**src/rtl/dtq_pkg.sv**
```systemverilog
// Package for the deadline timer queue: opcodes, status codes, queue item types.
// Used by every module in rtl/.
`timescale 1ns / 1ps
package dtq_pkg;
  localparam int Capacity = 16;
  localparam int IdxW = $clog2(Capacity);
  localparam int CntW = $clog2(Capacity + 1);
  localparam logic [30:0] WaitMax = 31'h7FFF_FFFF;

  typedef enum logic [1:0] {
    OP_ADD = 2'd0,
    OP_CANCEL = 2'd1,
    OP_ADVANCE = 2'd2,
    OP_NONE = 2'd3
  } opcode_t;

  typedef enum logic [2:0] {
    ST_ADDED = 3'd0,
    ST_FULL = 3'd1,
    ST_CANCELLED = 3'd2,
    ST_NOT_FOUND = 3'd3,
    ST_FIRED = 3'd4,
    ST_NONE_DUE = 3'd5
  } status_t;

  // Command handed from the front end to the list engine.
  typedef struct packed {
    opcode_t op;
    logic [63:0] now;
    logic [63:0] deadline;
    logic [3:0] handle;
  } cmd_t;

  typedef struct packed {
    status_t status;
    logic [3:0] handle;
    logic [63:0] deadline;
    logic [30:0] wait_time;
    logic queue_empty;
    logic last;
  } res_t;

  typedef enum logic [0:0] {
    EN_IDLE = 1'b0,
    EN_POP = 1'b1
  } eng_state_t;
endpackage

```
**src/rtl/dtq_front.sv**
```systemverilog
// Front end: accepts input items, computes the deadline, drops unused opcodes,
// and pushes commands into a two-entry queue. Depends on dtq_pkg.
`timescale 1ns / 1ps
module dtq_front (
  input  logic clk,
  input  logic rst_n,
  input  logic in_tvalid,
  output logic in_tready,
  input  logic [103:0] in_tdata,
  output logic cmd_valid,
  input  logic cmd_ready,
  output dtq_pkg::cmd_t cmd
);
  dtq_pkg::cmd_t q_r [2];
  logic rd_r, wr_r;
  logic [1:0] cnt_r;
  dtq_pkg::cmd_t c_in;
  logic push, pop;

  // Decode the packed request.
  always_comb begin
    c_in.op = dtq_pkg::opcode_t'(in_tdata[1:0]);
    c_in.now = in_tdata[65:2];
    c_in.deadline = in_tdata[65:2] + {32'd0, in_tdata[97:66]};
    c_in.handle = in_tdata[101:98];
  end

  assign in_tready = (cnt_r != 2'd2);
  assign push = in_tvalid && in_tready && (c_in.op != dtq_pkg::OP_NONE);
  assign cmd_valid = (cnt_r != 2'd0);
  assign pop = cmd_valid && cmd_ready;
  assign cmd = q_r[rd_r];

  always_ff @(posedge clk) begin
    if (push) q_r[wr_r] <= c_in;
  end

  always_ff @(posedge clk) begin
    if (!rst_n) begin
      rd_r <= 1'b0;
      wr_r <= 1'b0;
      cnt_r <= 2'd0;
    end else begin
      if (push) wr_r <= ~wr_r;
      if (pop) rd_r <= ~rd_r;
      cnt_r <= cnt_r + {1'b0, push} - {1'b0, pop};
    end
  end

`ifndef SYNTHESIS
  a_no_overflow: assert property (@(posedge clk) disable iff (!rst_n)
    cnt_r == 2'd2 |-> !push) else $error("queue overflow");
  a_cnt_range: assert property (@(posedge clk) disable iff (!rst_n)
    cnt_r != 2'd3) else $error("bad count");
  a_pop_nonempty: assert property (@(posedge clk) disable iff (!rst_n)
    pop |-> cnt_r != 2'd0) else $error("pop from empty");
`endif
endmodule

```
**config.mk**
```make
export PLATFORM = sky130hd
export DESIGN_NAME = dtq_front
export DESIGN_NICKNAME = d
export VERILOG_FILES = /design/src/rtl/dtq_pkg.sv /design/src/rtl/dtq_front.sv
export SDC_FILE = /design/constraint.sdc
export NUM_CORES = 1
export LEC_CHECK = 0
export ABC_AREA = 0
export BUFFER_PORTS_ARGS = -buffer_cell sky130_fd_sc_hd__clkbuf_2
export CORE_ASPECT_RATIO = 1.4
export CORE_MARGIN = 8
export CORE_UTILIZATION = 50
export CTS_BUF_LIST = sky130_fd_sc_hd__clkbuf_4
export DETAILED_ROUTE_END_ITERATION = 7
export PLACE_DENSITY_LB_ADDON = 0.25
export SKIP_LAST_GASP = 1
export SLEW_MARGIN = 5
export SYNTH_ARGS = -nofsm -noshare
export SYNTH_HDL_FRONTEND = slang
export SYNTH_SLANG_ARGS = --single-unit
```
**constraint.sdc**
```tcl
create_clock -name clk -period 11.3 [get_ports clk]
set_input_delay 1.13 -clock clk [delete_from_list [all_inputs] [get_ports clk]]
set_output_delay 1.13 -clock clk [all_outputs]
set_load 0.01 [all_outputs]
```
* Word-level counts from Yosys, hierarchy flattened *
Memories as Yosys holds them, arrays and structs flattened. A register that Yosys moved wholly into a read port is not among the register bits.
Index checks and enable logic that the tools add are counted.

word-level totals
  logic and storage cells = 19
  memories kept = 1
  bits in registers = 4
  bits in writable memories = 268
  output and inout port bits = 136
  bits of input ports = 108

memories
  name  depth  bits a word  rd ports  clocked after Yosys merged registers in  wr ports  RTL line         source
  q_r   2      134          1         1                                        1         dtq_front.sv:14  dtq_pkg::cmd_t q_r [2];

operators by class
  mux-type cells = 4
  $add $sub $neg = 3
  bitwise logic cells = 2
  equality and inequality tests = 2
  reduce and logical (&&, ||, !) cells = 4

operators with widths
  kind                                          count
  adder 64 x 32 -> 64 bit                       1
  2-to-1 mux 1 bit                              4
  inequality test 2 bit, second input constant  2
  logical AND 1 bit                             3
  adder 2 x 1 -> 2 bit                          1
  inverter 1 bit                                2
  nonzero test 2 bit                            1
  subtractor 2 x 1 -> 2 bit                     1

* Logic depth before layout (Yosys ltp) *
  word-level depth = 5
  gate-level depth with buffers = 10
  depth with buffers taken out = 9

* Worst setup path after synthesis *
OpenSTA, ideal clock, no wires.

  kind = input to register
  from = in in_tdata[0]
  to = mem q_r[0][0] (netlist name), enable pin
  arrival time = 6.927 ns
  cell stages on the path = 3
  slack = 3.742 ns
  cells stage by stage = nand2_1 > nand3_1 > nor2_1

between the ends
  cells in the longest elaborated chain, start to end = 4

ends and longest elaborated chain
  what                                    RTL line         source
  start, declared                         dtq_front.sv:9   input logic [103:0] in_tdata,
  inequality test 2 bit                   dtq_front.sv:29  assign push = in_tvalid && in_tready && (c_in.op != dtq_pkg::OP_NONE);
  logical AND 1 bit                       dtq_front.sv:29
  2-to-1 mux 1 bit                        dtq_front.sv:35  if (push) q_r[wr_r] <= c_in;
  2-to-1 mux 1 bit (not written as such)  dtq_front.sv:35
  end, declared                           dtq_front.sv:14

No other way between the ends.

==> key figures <==
Floorplanning
  • Initial core utilization: 50.7%
  • Core area: 24600 µm²
  • Die W: 149 µm
  • Die Y: 203 µm
  • Row count: 68
  • # IOs: 244
  • Full die area: 30300 µm²

GRT
  • Vias in the first global route: 8732
  • First-pass GRT wire length: 44.8 mm
  • Antenna violations before repair: 2
  • GRT Total Usage: 18.9%
  • Grt total ovfl: 0
  • Largest net degree at the start of global routing: 78

Hold path
  • Hold path depth: 2
  • Worst hold path startpoint: rd_r
  • Worst Hold Class: register to register

Detailed routing
  • Drt total wl: 28.6 mm
  • Vias: 7975
  • Final antenna-violating net count: 0
  • DRC violation total after the first TritonRoute iteration: 322
  • 1st-pass router iterations: 4
  • Wire length per cell: 19.5 µm
  • WL met2: 15.6 mm
  • DRC Markers: 0
  • Met1 WL: 10.1 mm
  • Detail Route met3 WL: 1.97 mm
  • Max layer used: met4
  • Vias per cell: 5.44

Cells and area
  • Finished layout cell area: 14800 µm²
  • Layout cells sized above 1: 44.1%
  • # nets final: 1252
  • Area Growth Syn to Fin: 18.9%

Critical path
  • FF-to-FF setup slack: 8470 ps
  • FF-to-FF path depth: 4
  • Crit-path max cell delay: 900 ps
  • Crit path DAT: 3120 ps
  • Data required time of the worst path: 10170 ps
  • R2r endpoint: q_r[0][77]
  • Reg2Reg Launch Point: cnt_r[0]
  • Kind of critical path: register to output pin
  • Critical path, cell by cell: buf_4 > mux2_2 > clkbuf_2
  • Worst Path Max Fanout: 77
  • Worst setup SP type: register
  • CP endpoint kind: output pin
  • Worst path slowest cell: buf_4

Placement
  • Routability cong.: 0.840
  • Port bufs: 241
  • Placed instance area: 14000 µm²
  • Post-DP HPWL: 20.2 mm
  • Setup WS pre-CTS: 7090 ps

Timing
  • Endpoints failing setup: 0
  • Clk_skew: 19.6 ps
  • Hold Violations, Final: 0
  • F_max: 0.236 GHz
  • Crit share post-route: 37.6%
  • Slew Limit Fails: 0
  • Hold_ws: 544 ps
  • Worst setup margin: 7050 ps
  • Crit path time final: 4250 ps
  • Max-Slew Margin vs Limit: 30.2%
  • Slew @ Worst Pin: 1050 ps
  • TNS Setup: 0 ps
  • RSZ-0062 raised after global routing: no

Clocking
  • Post_cts resized: 0
  • Clock buffer depth: 3
  • Clk Latency, worst-skew pair: 670 ps
  • Clock Sinks: 273
  • Max H-tree Level: 3
  • Post-CTS setup buffers: 0
  • Root Driver: clkbuf_4
  • CTS tree: done
  • Clock-pin slew on the worst setup and hold paths: 70 ps
  • Num CTS Buffers: 67
  • Hold buffers post-CTS: 0

Yosys
  • Post-synthesis sequential area ratio: 65.4%
  • Synth Cell Area: 12500 µm²
  • Unique masters post-synth: 53
  • Top cells by area, synth: edfxtp_1 (65%), mux2_2 (12%), ha_1 (3.4%)
  • Synth warn: 0
  • Most used DFF post-synth: edfxtp_1
  • Post-Syn Nets: 961
  • Flops & latches, synth: 273
  • Share of flip-flops with an asynchronous set or reset: 0%
  • Number of synthesized flops with an enable pin: 268
  • Share of the synthesized area in the top cell type: 64.6%
  • Cells after Synth: 818
  • Dominant cell type by area after synthesis: edfxtp_1
  • Mean Syn Cell Area: 15.2 µm²

Power
  • P per Cell Area: 185 nW/µm²
  • Lkg Pwr: 5.68 nW
  • Max rail drop VDD: 129 µV

Outcome
  • Outcome: complete, no violations

Job
  • Max Cap Viol: 0
-- how the worst max path moves through the flow --
stage                     cells past startpoint         end         from
after global routing                          3     cmd[60]     register
after global placement                       11  q_r[0][64]  in_tdata[2]
after CTS                                     3     cmd[60]     register
final                                         3     cmd[51]     register
after detailed placement                     11  q_r[0][64]  in_tdata[2]
after floorplan                               3   q_r[0][0]  in_tdata[0]
-- cells by family (layout without fill, tap and decap cells) --
| logic type | count (synthesis) | in the layout | synth area share, % |
|---|---|---|---|
| buf+inv | 39 | 370 | 1.28 |
| mux | 134 | 134 | 12.1 |
| xor+xnor | 61 | 61 | 4.29 |
| other cells | 0 | 3 | 0 |
| compound gates | 127 | 127 | 7.01 |
| simple gates | 149 | 149 | 6.32 |
| flops | 273 | 273 | 65.4 |
| fa+ha+maj | 35 | 35 | 3.58 |
-- synthesized netlist by cell type (all sizes together), types with 7 or more instances --
cell and count:
a211oi 9, o21ai 11, nor3 14, a31oi 8
nand4 12, a21o 16, nand2 36, nand3 16
nor2 24, clkbuf 21, o21bai 7, xnor2 23
inv 13, xor2 38, edfxtp 268, ha 34
mux2 134, and3 11, a21oi 46
-- routing by layer --
layer  global-route usage, %  up-vias
li1                        -     3811
met1                    19.6     3817
met2                    34.2      276
met3                    5.26       71
met4                    9.22        0
met5                       0        -
-- registers in the layout, indices dropped and copies added, names as in the netlist, named ones only --
name and flops:
cnt_r 2, q_r 268, rd_r 1, wr_r 1
-- placed cells by master, fill, tap and decap left out, types with 10 or more instances in the layout --
cell type,synthesis,routed
inv_1,13,13
edfxtp_1,268,268
clkbuf_4,0,99
nor3_1,13,13
mux2_2,134,134
nor2_1,24,22
and3_1,11,11
xnor2_1,23,23
nand3_1,14,14
o21ai_0,10,10
clkbuf_2,0,241
nand4_1,12,12
a21o_1,16,16
ha_1,34,34
nand2_1,36,36
xor2_1,38,38
a21oi_1,46,44
-- cell type report --
class	count	area (µm²)
Timing Repair Buffer	248	1260
Clock inverter	10	38.8
Antenna cell	3	7.51
Clock buffer	99	743
Inverter	13	48.8
Tap cell	315	394
Fill cell	1999	9770
Sequential cell	273	8150
Multi-Input combinational cell	506	4170
-- worst max-delay path, delay by kind of cell (launching register included) --
family	cells	cell delay (ps)
DFF	1	870
muxes	1	450
buffers and inverters	2	1030
-- power by group --
part	internal (mW)	switching (mW)
clock network	0.397	0.369
registers	1.24	0.0474
logic	0.310	0.382
-- through the flow --
stage	cells	total power, mW	util [%]
finish	1467	2.75	60.2
global placement	1355	2.01	57.0
global route	1466	2.89	60.2
detailed placement	1355	2.02	57.0
floorplan	818	1.76	-
CTS	1464	2.80	60.2
(Power assumes the default switching activity.)
